**src/rtl/blps_pkg.sv**
```systemverilog
`timescale 1ns / 1ps
package blps_pkg;

   // coordinate width of the endpoints by default
   localparam int COORD_BITS_DEF = 16;

   localparam int PIX_W      = 17;  // screen coordinate width
   localparam int ORIGIN_W   = 16;
   localparam int VIEW_W     = 14;
   localparam int PITCH_W    = 16;
   localparam int WORD_W     = 32;
   localparam int CSR_IDX_W  = 3;
   localparam int CSR_DATA_W = 32;
   localparam int BYTE_SHIFT = 2;   // four bytes a pixel

   localparam logic MODE_START = 1'b0;
   localparam logic MODE_STEP  = 1'b1;

   typedef enum logic [CSR_IDX_W-1:0] {
      REG_OFFSET_X,
      REG_OFFSET_Y,
      REG_VIEW_WIDTH,
      REG_VIEW_HEIGHT,
      REG_ROW_PITCH,
      REG_STROKE_COLOR,
      REG_BASE_ADDRESS
   } csr_idx_type;

   typedef struct packed {
      logic signed [ORIGIN_W-1:0] offset_x;
      logic signed [ORIGIN_W-1:0] offset_y;
      logic [VIEW_W-1:0]          view_width;
      logic [VIEW_W-1:0]          view_height;
      logic [PITCH_W-1:0]         row_pitch;
      logic [WORD_W-1:0]          stroke_color;
      logic [WORD_W-1:0]          base_address;
   } cfg_type;

   localparam cfg_type CFG_RESET = '{
      offset_x:     16'sd0,
      offset_y:     16'sd0,
      view_width:   14'd1024,
      view_height:  14'd768,
      row_pitch:    16'd4096,
      stroke_color: 32'h00FF_FFFF,
      base_address: 32'h0000_0000
   };

   // flags travelling with a stepped pixel
   typedef struct packed {
      logic last;
      logic blank;   // step with no line active
   } step_flags_type;

   // clipped pixel on its way to address generation
   typedef struct packed {
      logic signed [PIX_W-1:0] pixel_x;
      logic signed [PIX_W-1:0] pixel_y;
      logic                    drawn;
      logic                    last;
      logic [VIEW_W-1:0]       col;
      logic [VIEW_W-1:0]       row;
   } clip_type;

endpackage

```
**src/rtl/blps_csr.sv**
```systemverilog
`timescale 1ns / 1ps
module blps_csr (
   input  logic                            clock,
   input  logic                            reset,
   input  logic                            csr_valid,
   output logic                            csr_ready,
   input  logic [blps_pkg::CSR_IDX_W-1:0]  csr_index,
   input  logic [blps_pkg::CSR_DATA_W-1:0] csr_data,
   output blps_pkg::cfg_type               cfg
);
   import blps_pkg::*;

   cfg_type cfg_ff, cfg_in;

   assign csr_ready = 1'b1;
   assign cfg       = cfg_ff;

   always_comb begin
      cfg_in = cfg_ff;
      if (csr_valid) begin
         unique case (csr_index)
            REG_OFFSET_X:     cfg_in.offset_x     = csr_data[ORIGIN_W-1:0];
            REG_OFFSET_Y:     cfg_in.offset_y     = csr_data[ORIGIN_W-1:0];
            REG_VIEW_WIDTH:   cfg_in.view_width   = csr_data[VIEW_W-1:0];
            REG_VIEW_HEIGHT:  cfg_in.view_height  = csr_data[VIEW_W-1:0];
            REG_ROW_PITCH:    cfg_in.row_pitch    = csr_data[PITCH_W-1:0];
            REG_STROKE_COLOR: cfg_in.stroke_color = csr_data[WORD_W-1:0];
            REG_BASE_ADDRESS: cfg_in.base_address = csr_data[WORD_W-1:0];
            default:          cfg_in = cfg_ff;  // unused index, dropped
         endcase
      end
   end

   always_ff @(posedge clock) begin
      if (reset) begin
         cfg_ff <= CFG_RESET;
      end else begin
         cfg_ff <= cfg_in;
      end
   end

endmodule

```
**src/rtl/blps_step.sv**
```systemverilog
`timescale 1ns / 1ps
module blps_step #(
   parameter int COORD_BITS = blps_pkg::COORD_BITS_DEF
) (
   input  logic                         clock,
   input  logic                         reset,
   input  logic                         in_valid,
   output logic                         in_ready,
   input  logic                         mode,
   input  logic signed [COORD_BITS-1:0] x_start,
   input  logic signed [COORD_BITS-1:0] y_start,
   input  logic signed [COORD_BITS-1:0] x_end,
   input  logic signed [COORD_BITS-1:0] y_end,
   output logic                         out_valid,
   input  logic                         out_ready,
   output logic signed [COORD_BITS-1:0] out_x,
   output logic signed [COORD_BITS-1:0] out_y,
   output blps_pkg::step_flags_type     out_flags
);
   import blps_pkg::*;

   localparam int SPAN_W  = COORD_BITS + 1;
   localparam int NSPAN_W = COORD_BITS + 2;
   localparam int ERR_W   = COORD_BITS + 3;

   // line state; cur_x/cur_y double as the pixel register
   logic signed [COORD_BITS-1:0] cur_x_ff, cur_x_in, cur_y_ff, cur_y_in;
   logic signed [COORD_BITS-1:0] tgt_x_ff, tgt_x_in, tgt_y_ff, tgt_y_in;
   logic signed [ERR_W-1:0]      err_ff, err_in;
   logic signed [SPAN_W-1:0]     span_x_ff, span_x_in;
   logic signed [NSPAN_W-1:0]    nspan_y_ff, nspan_y_in;
   logic                         dir_xn_ff, dir_xn_in, dir_yn_ff, dir_yn_in;
   logic                         active_ff, active_in;
   logic                         vld_ff, vld_in;
   step_flags_type               flags_ff, flags_in;

   logic                         accept;
   logic signed [SPAN_W-1:0]     dx, dy, abs_dx;
   logic signed [NSPAN_W-1:0]    neg_abs_dy;
   logic signed [ERR_W:0]        e2;
   logic                         go_x, go_y;
   logic signed [COORD_BITS-1:0] nx, ny;

   assign in_ready  = !vld_ff || out_ready;
   assign accept    = in_valid && in_ready;
   assign out_valid = vld_ff;
   assign out_x     = cur_x_ff;
   assign out_y     = cur_y_ff;
   assign out_flags = flags_ff;

   // start set-up
   always_comb begin
      dx         = SPAN_W'(x_end) - SPAN_W'(x_start);
      dy         = SPAN_W'(y_end) - SPAN_W'(y_start);
      abs_dx     = dx[SPAN_W-1] ? -dx : dx;
      neg_abs_dy = dy[SPAN_W-1] ? NSPAN_W'(dy) : -NSPAN_W'(dy);
   end

   // one Bresenham step from the current state
   always_comb begin
      e2   = {err_ff, 1'b0};
      go_x = e2 >= (ERR_W + 1)'(nspan_y_ff);
      go_y = e2 <= (ERR_W + 1)'(span_x_ff);
      nx   = cur_x_ff;
      ny   = cur_y_ff;
      if (go_x) begin
         nx = dir_xn_ff ? cur_x_ff - COORD_BITS'(1) : cur_x_ff + COORD_BITS'(1);
      end
      if (go_y) begin
         ny = dir_yn_ff ? cur_y_ff - COORD_BITS'(1) : cur_y_ff + COORD_BITS'(1);
      end
   end

   always_comb begin
      cur_x_in   = cur_x_ff;
      cur_y_in   = cur_y_ff;
      tgt_x_in   = tgt_x_ff;
      tgt_y_in   = tgt_y_ff;
      err_in     = err_ff;
      span_x_in  = span_x_ff;
      nspan_y_in = nspan_y_ff;
      dir_xn_in  = dir_xn_ff;
      dir_yn_in  = dir_yn_ff;
      active_in  = active_ff;
      flags_in   = flags_ff;
      vld_in     = in_ready ? in_valid : vld_ff;
      if (accept) begin
         priority if (mode == MODE_START) begin
            cur_x_in       = x_start;
            cur_y_in       = y_start;
            tgt_x_in       = x_end;
            tgt_y_in       = y_end;
            span_x_in      = abs_dx;
            nspan_y_in     = neg_abs_dy;
            dir_xn_in      = x_start >= x_end;
            dir_yn_in      = y_start >= y_end;
            err_in         = ERR_W'(abs_dx) + ERR_W'(neg_abs_dy);
            flags_in.last  = (x_start == x_end) && (y_start == y_end);
            flags_in.blank = 1'b0;
            active_in      = !flags_in.last;
         end else if (active_ff) begin
            cur_x_in       = nx;
            cur_y_in       = ny;
            err_in         = err_ff + (go_x ? ERR_W'(nspan_y_ff) : ERR_W'(0))
                                    + (go_y ? ERR_W'(span_x_ff) : ERR_W'(0));
            flags_in.last  = (nx == tgt_x_ff) && (ny == tgt_y_ff);
            flags_in.blank = 1'b0;
            active_in      = !flags_in.last;
         end else begin
            // no line: state holds, result is blanked downstream
            flags_in.last  = 1'b1;
            flags_in.blank = 1'b1;
         end
      end
   end

   always_ff @(posedge clock) begin
      if (reset) begin
         cur_x_ff   <= '0;
         cur_y_ff   <= '0;
         tgt_x_ff   <= '0;
         tgt_y_ff   <= '0;
         err_ff     <= '0;
         span_x_ff  <= '0;
         nspan_y_ff <= '0;
         dir_xn_ff  <= 1'b0;
         dir_yn_ff  <= 1'b0;
         active_ff  <= 1'b0;
         vld_ff     <= 1'b0;
         flags_ff   <= '0;
      end else begin
         cur_x_ff   <= cur_x_in;
         cur_y_ff   <= cur_y_in;
         tgt_x_ff   <= tgt_x_in;
         tgt_y_ff   <= tgt_y_in;
         err_ff     <= err_in;
         span_x_ff  <= span_x_in;
         nspan_y_ff <= nspan_y_in;
         dir_xn_ff  <= dir_xn_in;
         dir_yn_ff  <= dir_yn_in;
         active_ff  <= active_in;
         vld_ff     <= vld_in;
         flags_ff   <= flags_in;
      end
   end

   // a finished line leaves nothing active behind it
   a_last_clears: assert property (@(posedge clock) disable iff (reset)
      vld_ff && flags_ff.last && !flags_ff.blank |-> !active_ff)
      else $error("line still active after its last pixel");

   // a step with no line must not disturb the state
   a_idle_step_holds: assert property (@(posedge clock) disable iff (reset)
      accept && (mode == MODE_STEP) && !active_ff
      |=> $stable(cur_x_ff) && $stable(cur_y_ff) && $stable(err_ff))
      else $error("idle step changed line state");

endmodule

```
**src/rtl/blps_clip.sv**
```systemverilog
`timescale 1ns / 1ps
module blps_clip #(
   parameter int COORD_BITS = blps_pkg::COORD_BITS_DEF
) (
   input  logic                         clock,
   input  logic                         reset,
   input  blps_pkg::cfg_type            cfg,
   input  logic                         in_valid,
   output logic                         in_ready,
   input  logic signed [COORD_BITS-1:0] in_x,
   input  logic signed [COORD_BITS-1:0] in_y,
   input  blps_pkg::step_flags_type     in_flags,
   output logic                         out_valid,
   input  logic                         out_ready,
   output blps_pkg::clip_type           out_pix
);
   import blps_pkg::*;

   localparam int SUM_W = ((COORD_BITS > ORIGIN_W) ? COORD_BITS : ORIGIN_W) + 1;

   logic               vld_ff, vld_in;
   clip_type           pix_ff, pix_in;
   logic signed [SUM_W-1:0] sx, sy, lim_x, lim_y;
   logic               in_view;

   assign in_ready  = !vld_ff || out_ready;
   assign out_valid = vld_ff;
   assign out_pix   = pix_ff;

   always_comb begin
      sx      = SUM_W'(in_x) + SUM_W'(cfg.offset_x);
      sy      = SUM_W'(in_y) + SUM_W'(cfg.offset_y);
      lim_x   = SUM_W'($signed({1'b0, cfg.view_width}));
      lim_y   = SUM_W'($signed({1'b0, cfg.view_height}));
      in_view = !sx[SUM_W-1] && (sx < lim_x) && !sy[SUM_W-1] && (sy < lim_y);

      pix_in         = pix_ff;
      vld_in         = in_ready ? in_valid : vld_ff;
      if (in_ready) begin
         pix_in.pixel_x = in_flags.blank ? '0 : sx[PIX_W-1:0];
         pix_in.pixel_y = in_flags.blank ? '0 : sy[PIX_W-1:0];
         pix_in.drawn   = !in_flags.blank && in_view;
         pix_in.last    = in_flags.last;
         pix_in.col     = sx[VIEW_W-1:0];
         pix_in.row     = sy[VIEW_W-1:0];
      end
   end

   always_ff @(posedge clock) begin
      if (reset) begin
         vld_ff <= 1'b0;
      end else begin
         vld_ff <= vld_in;
      end
   end

   always_ff @(posedge clock) begin
      pix_ff <= pix_in;
   end

   // a drawn pixel lies on screen
   a_drawn_on_screen: assert property (@(posedge clock) disable iff (reset)
      vld_ff && pix_ff.drawn
      |-> !pix_ff.pixel_x[PIX_W-1] && !pix_ff.pixel_y[PIX_W-1])
      else $error("drawn pixel off screen");

endmodule

```
**src/rtl/blps_addr.sv**
```systemverilog
`timescale 1ns / 1ps
module blps_addr (
   input  logic                        clock,
   input  logic                        reset,
   input  blps_pkg::cfg_type           cfg,
   input  logic                        in_valid,
   output logic                        in_ready,
   input  blps_pkg::clip_type          in_pix,
   output logic                        out_valid,
   input  logic                        out_ready,
   output logic signed [blps_pkg::PIX_W-1:0] pixel_x,
   output logic signed [blps_pkg::PIX_W-1:0] pixel_y,
   output logic                        drawn,
   output logic [blps_pkg::WORD_W-1:0] address,
   output logic                        last
);
   import blps_pkg::*;

   localparam int PROD_W = VIEW_W + PITCH_W;

   logic                    vld_ff, vld_in;
   logic signed [PIX_W-1:0] px_ff, px_in, py_ff, py_in;
   logic                    drawn_ff, drawn_in, last_ff, last_in;
   logic [WORD_W-1:0]       addr_ff, addr_in;
   logic [PROD_W-1:0]       row_off;
   logic [WORD_W-1:0]       sum;

   assign in_ready  = !vld_ff || out_ready;
   assign out_valid = vld_ff;
   assign pixel_x   = px_ff;
   assign pixel_y   = py_ff;
   assign drawn     = drawn_ff;
   assign address   = addr_ff;
   assign last      = last_ff;

   always_comb begin
      row_off  = PROD_W'(in_pix.row) * PROD_W'(cfg.row_pitch);
      sum      = cfg.base_address + WORD_W'(row_off)
               + (WORD_W'(in_pix.col) << BYTE_SHIFT);
      vld_in   = in_ready ? in_valid : vld_ff;
      px_in    = in_ready ? in_pix.pixel_x : px_ff;
      py_in    = in_ready ? in_pix.pixel_y : py_ff;
      drawn_in = in_ready ? in_pix.drawn : drawn_ff;
      last_in  = in_ready ? in_pix.last : last_ff;
      addr_in  = addr_ff;
      if (in_ready) begin
         addr_in = in_pix.drawn ? sum : '0;   // clipped pixels give zero
      end
   end

   always_ff @(posedge clock) begin
      if (reset) begin
         vld_ff <= 1'b0;
      end else begin
         vld_ff <= vld_in;
      end
   end

   always_ff @(posedge clock) begin
      px_ff    <= px_in;
      py_ff    <= py_in;
      drawn_ff <= drawn_in;
      last_ff  <= last_in;
      addr_ff  <= addr_in;
   end

   a_clipped_zero_addr: assert property (@(posedge clock) disable iff (reset)
      vld_ff && !drawn_ff |-> addr_ff == '0)
      else $error("clipped pixel carries an address");

endmodule

```
**src/rtl/bresenham_line_pixel_stepper.sv**
```systemverilog
`timescale 1ns / 1ps
// Bresenham line stepper, all octants, with clipping and address output.
// Request channel (req_*): req_mode = start loads both endpoints and gives
// the first pixel; req_mode = step advances one pixel. One item in gives
// exactly one item out on the response channel (rsp_*).
// Each response carries the screen coordinate (line point plus origin),
// drawn (inside the view and a line active), the byte address
// base + y*pitch + x*4 (zero when clipped), the stroke colour and last.
// A step with no line active gives a blank pixel with last set.
// Pipe: stepper, clip and address registers, in that order. Throughput:
// one item a cycle while the receiver does not stall, set by the
// error-term update loop. Receiver stall: each stage holds its item;
// ready goes low back up the pipe only when every stage is full, so
// up to three items sit in flight.
// Configuration (csr_*): always ready; write only while no item is in
// flight. Reset: synchronous, clears the pipe, drops any active line and
// reloads the register defaults.
module bresenham_line_pixel_stepper #(
   parameter int COORD_BITS = blps_pkg::COORD_BITS_DEF
) (
   input  logic                            clock,
   input  logic                            reset,
   // configuration
   input  logic                            csr_valid,
   output logic                            csr_ready,
   input  logic [blps_pkg::CSR_IDX_W-1:0]  csr_index,
   input  logic [blps_pkg::CSR_DATA_W-1:0] csr_data,
   // request
   input  logic                            req_valid,
   output logic                            req_ready,
   input  logic                            req_mode,
   input  logic signed [COORD_BITS-1:0]    req_x_start,
   input  logic signed [COORD_BITS-1:0]    req_y_start,
   input  logic signed [COORD_BITS-1:0]    req_x_end,
   input  logic signed [COORD_BITS-1:0]    req_y_end,
   // response
   output logic                            rsp_valid,
   input  logic                            rsp_ready,
   output logic signed [blps_pkg::PIX_W-1:0] rsp_pixel_x,
   output logic signed [blps_pkg::PIX_W-1:0] rsp_pixel_y,
   output logic                            rsp_drawn,
   output logic [blps_pkg::WORD_W-1:0]     rsp_address,
   output logic [blps_pkg::WORD_W-1:0]     rsp_color,
   output logic                            rsp_last
);
   import blps_pkg::*;

   cfg_type                      cfg;
   logic                         st_valid, st_ready;
   logic signed [COORD_BITS-1:0] st_x, st_y;
   step_flags_type               st_flags;
   logic                         cl_valid, cl_ready;
   clip_type                     cl_pix;

   blps_csr u_csr (
      .clock     (clock),
      .reset     (reset),
      .csr_valid (csr_valid),
      .csr_ready (csr_ready),
      .csr_index (csr_index),
      .csr_data  (csr_data),
      .cfg       (cfg)
   );

   // error-term stepper; its state register is also the first pipe stage
   blps_step #(.COORD_BITS(COORD_BITS)) u_step (
      .clock     (clock),
      .reset     (reset),
      .in_valid  (req_valid),
      .in_ready  (req_ready),
      .mode      (req_mode),
      .x_start   (req_x_start),
      .y_start   (req_y_start),
      .x_end     (req_x_end),
      .y_end     (req_y_end),
      .out_valid (st_valid),
      .out_ready (st_ready),
      .out_x     (st_x),
      .out_y     (st_y),
      .out_flags (st_flags)
   );

   // origin offset and view test
   blps_clip #(.COORD_BITS(COORD_BITS)) u_clip (
      .clock     (clock),
      .reset     (reset),
      .cfg       (cfg),
      .in_valid  (st_valid),
      .in_ready  (st_ready),
      .in_x      (st_x),
      .in_y      (st_y),
      .in_flags  (st_flags),
      .out_valid (cl_valid),
      .out_ready (cl_ready),
      .out_pix   (cl_pix)
   );

   // row multiply and byte address; its output register is the response register
   blps_addr u_addr (
      .clock     (clock),
      .reset     (reset),
      .cfg       (cfg),
      .in_valid  (cl_valid),
      .in_ready  (cl_ready),
      .in_pix    (cl_pix),
      .out_valid (rsp_valid),
      .out_ready (rsp_ready),
      .pixel_x   (rsp_pixel_x),
      .pixel_y   (rsp_pixel_y),
      .drawn     (rsp_drawn),
      .address   (rsp_address),
      .last      (rsp_last)
   );

   // colour comes off the register; the user, unchecked, holds it per line
   assign rsp_color = cfg.stroke_color;

endmodule
```
**config.mk**
```make
export PLATFORM = sky130hd
export DESIGN_NAME = bresenham_line_pixel_stepper
export DESIGN_NICKNAME = d
export VERILOG_FILES = /design/src/rtl/blps_pkg.sv /design/src/rtl/blps_csr.sv /design/src/rtl/blps_step.sv /design/src/rtl/blps_clip.sv /design/src/rtl/blps_addr.sv /design/src/rtl/bresenham_line_pixel_stepper.sv
export SDC_FILE = /design/constraint.sdc
export NUM_CORES = 2
export LEC_CHECK = 0
export BUFFER_PORTS_ARGS = -buffer_cell sky130_fd_sc_hd__buf_2
export CAP_MARGIN = 20
export CORE_MARGIN = 4
export CORE_UTILIZATION = 45
export DETAILED_ROUTE_END_ITERATION = 8
export HOLD_SLACK_MARGIN = 0.08
export REMOVE_ABC_BUFFERS = 1
export SLEW_MARGIN = 5
export SYNTH_ARGS = -nofsm -noshare
export SYNTH_HDL_FRONTEND = slang
export SYNTH_HIERARCHICAL = 1
export SYNTH_SLANG_ARGS = --single-unit
export TNS_END_PERCENT = 30
```
**constraint.sdc**
```tcl
create_clock -name clock -period 7.45 [get_ports clock]
set_input_delay 0 -clock clock [delete_from_list [all_inputs] [get_ports clock]]
set_output_delay 0 -clock clock [all_outputs]
set_load 0.02 [all_outputs]
```
==> metrics.cfg <==
[min_path]
holdPathStages=4
min_to=u_csr/cfg[39]
hold_class=in2reg
min-delay-start=csr_data[7]

[drt]
avgRoutedWirePerCell_um=19.8
vias=27600
routed_wl_mm=100
ant_nets=0
dr.pass1.iters=5
drc=0
drt-initial-drc-count=1872
viasPerCell=5.46

[yosys]
async_flop_share_pct=0
postSynthAreaPerCell_um2=8.96
synth_area_leaders=dfxtp_1 16%, fa_1 14%, edfxtp_1 12%
synth_edf_count=132
syn-cell-area_um2=34300
yosys_register_bits=398
synth_ff_type=dfxtp_1
yosys.area.top_type=dfxtp_1
ys_seq_area_share_pct=27.1
yosysUniqueCellTypes=117
synth_cells=3829
yosysWarningCount=6
synth_top_area_share_pct=15.5

[global_route]
grt-ovfl-total=0
antenna_found_initial=0
grt_pass1_vias=27300
grt_max_degree=182
grt_pass1_wl_mm=157
gr-usage-all-layers_pct=24.4

[power]
peakVddDrop_v=0.000155
total_power_w=0.00823
power_leakage_nw=18.1
p_per_area_nw_per_um2=212

[clock_tree]
clkLatencyLatePin_ns=0.62
cts_tree=built
cts_hold_buf=106
cts.clk_slew.worst_paths_ns=0.06
post_cts_buffers=0
numCtsBuffers=47
clkSinkCount=398
htreeDepth=2
root_buffer=clkbuf_16
cts.path.max_buffers=3
cts-resized-gates=0

[floorplan]
die_area_um2=80700
fp.dieW_um=284
dieHeight_um=284
start_util_pct=45.8
io_pins=208
fp-row-count=100
coreArea_um2=74900

[placed_design]
pre_cts_ws_ns=0.874
hpwl_mm=76.5
gp_congestion=0.903
dp_cells=4872
io_buffers=206

[critical_path]
crit_path_end_kind=flop
required_ns=7.82
rr_endpoint=u_addr/address[22]
rrSetupSlack_ns=0.87
cp_cell_sequence=and2_1, fa_1, inv_1, fa_1, inv_1, fa_1, inv_1, fa_1, inv_1, fa_1, inv_1, fa_1, inv_1, ha_1, a21oi_1, o21ai_1, a21bo_2, a41oi_1, o221ai_1, xor2_1, and2_1
cp-start-kind=flop
crit_type=reg2reg
crit_buf_inv=6
r2r-start=u_clip/out_pix[4]
critical_path.slowest_cell=edfxtp_1
worstPathArrival_ns=6.95
slowest_delay_ns=0.60
critical-path-top-delay-family=adder cells
crit_fanout=16
r2r_cells=21

[timing]
fin_crit_ns=6.58
fin_tns_setup_ns=0
hold_viol_final=0
worst_pin_slew_ns=1.10
worst_slack_ns=0.869
drv_slew=0
rsz0062_at_grt=false
relSlewSlack_pct=26.9
setup_viol=0
max_freq_mhz=152
finClkSkew_ns=0.0301
fin_crit_sh_pct=88.3

[final_layout]
final_common_cell=inv_1
fin_cells=5065
layout_common_cells=466 x inv_1, 315 x nand2_1, 290 x ha_1
fin_nets=4689
area_delta_synth_final_pct=13.1
drive_gt1_share_pct=9.13

[outcome]
outcome=complete, no violations

[flow_run]
max_cap_violations=0

[through the flow]
stage | area, µm² | utilization (%) | hold slack (ns)
5_1_grt | 38800 | 51.8 | 0.202
2_1_floorplan | 33600 | - | 0.0691
3_5_place_dp | 36100 | 48.2 | 0.266
4_1_cts | 38800 | 51.8 | 0.160
3_3_place_gp | 36100 | 48.2 | 0.260
6_report | 38800 | 51.8 | 0.202
[how the worst max path moves through the flow]
stage                 startpoint                  to  slack [ns]  cells after the start
4_1_cts        u_clip/out_pix[4]  u_addr/address[22]        0.86                     21
3_5_place_dp   u_clip/out_pix[4]  u_addr/address[22]        0.87                     21
3_3_place_gp   u_clip/out_pix[4]  u_addr/address[22]        0.95                     21
5_1_grt        u_clip/out_pix[4]  u_addr/address[22]        0.51                     21
6_report       u_clip/out_pix[4]  u_addr/address[22]        0.87                     21
2_1_floorplan   u_addr/out_valid   u_step/err_ff[18]        0.58                      9
[cells in the mapped netlist (12+ instances only)]
cell type,n
inv_1,466
nand2_1,316
ha_1,290
nor2_1,280
dfxtp_1,266
fa_1,236
a21oi_1,220
nand2b_1,171
and2_1,155
mux2i_1,150
edfxtp_1,132
clkbuf_1,121
xnor2_1,100
o21ai_0,92
nor3_1,66
xor2_1,63
nand3_1,56
a31oi_1,46
nor2b_1,46
a211oi_1,42
a21o_1,41
o22ai_1,36
nand4_1,31
o21a_1,27
o211ai_1,24
o211a_1,23
and3_1,22
or3_1,19
buf_2,18
o31ai_1,17
o21bai_1,14
nor4_1,12
[area by class of cell]
| type | instances | area (µm²) |
|---|---|---|
| inverters | 467 | 1750 |
| repair buffers | 339 | 2320 |
| well taps | 969 | 1210 |
| clock inverters | 21 | 307 |
| flip-flops and latches | 398 | 9290 |
| clock buffers | 65 | 1320 |
| multi-input cells | 2805 | 22600 |
| fillers | 7111 | 36200 |
| diodes | 1 | 2.50 |
[tightest hold or removal path: cells and delay by family]
kind,cells,cell delay [ns]
muxes,1,0.11
buffers and inverters,2,0.63
and+or+nand+nor,1,0.04
[cells by family (layout without fill, tap and decap cells)]
| kind of cell | after synthesis | after routing | synth area share (%) |
|---|---|---|---|
| AOI/OAI and AO/OA | 714 | 714 | 14.1 |
| and+or+nand+nor | 1248 | 1248 | 18.5 |
| buffers and inverters | 626 | 892 | 7.20 |
| DFF | 398 | 398 | 27.1 |
| muxes | 151 | 151 | 4.41 |
| adders and majority gates | 526 | 526 | 24.3 |
| other | 1 | 2 | 0.0109 |
| xor gates and xnor gates | 165 | 165 | 4.29 |
[where the power goes]
group          internal (W)  total [W]  switching, W
clock               0.00142    0.00242      0.000998
combinational       0.00121    0.00314       0.00193
sequential          0.00246    0.00268      0.000223
[metal layers]
layer / global-route usage, % / vias up / share of wire [%]
met4: 8.62 / 0 / 3.9
met2: 42.1 / 684 / 48
met1: 31.7 / 13300 / 44
met3: 2.80 / 184 / 4.1
li1: - / 13500 / -
met5: 0 / - / 0
[flip-flops by register name, indices dropped and copies added (netlist names), 17 cells and up]
| signal | flops |
|---|---|
| u_step/nspan_y_ff | 18 |
| u_step/span_x_ff | 17 |
| u_step/err_ff | 19 |
| u_addr/pixel_y | 17 |
| u_clip/out_pix | 64 |
| u_addr/address | 32 |
| u_csr/cfg | 140 |
| u_addr/pixel_x | 17 |
No activity file was read; power rests on OpenSTA's default activity.
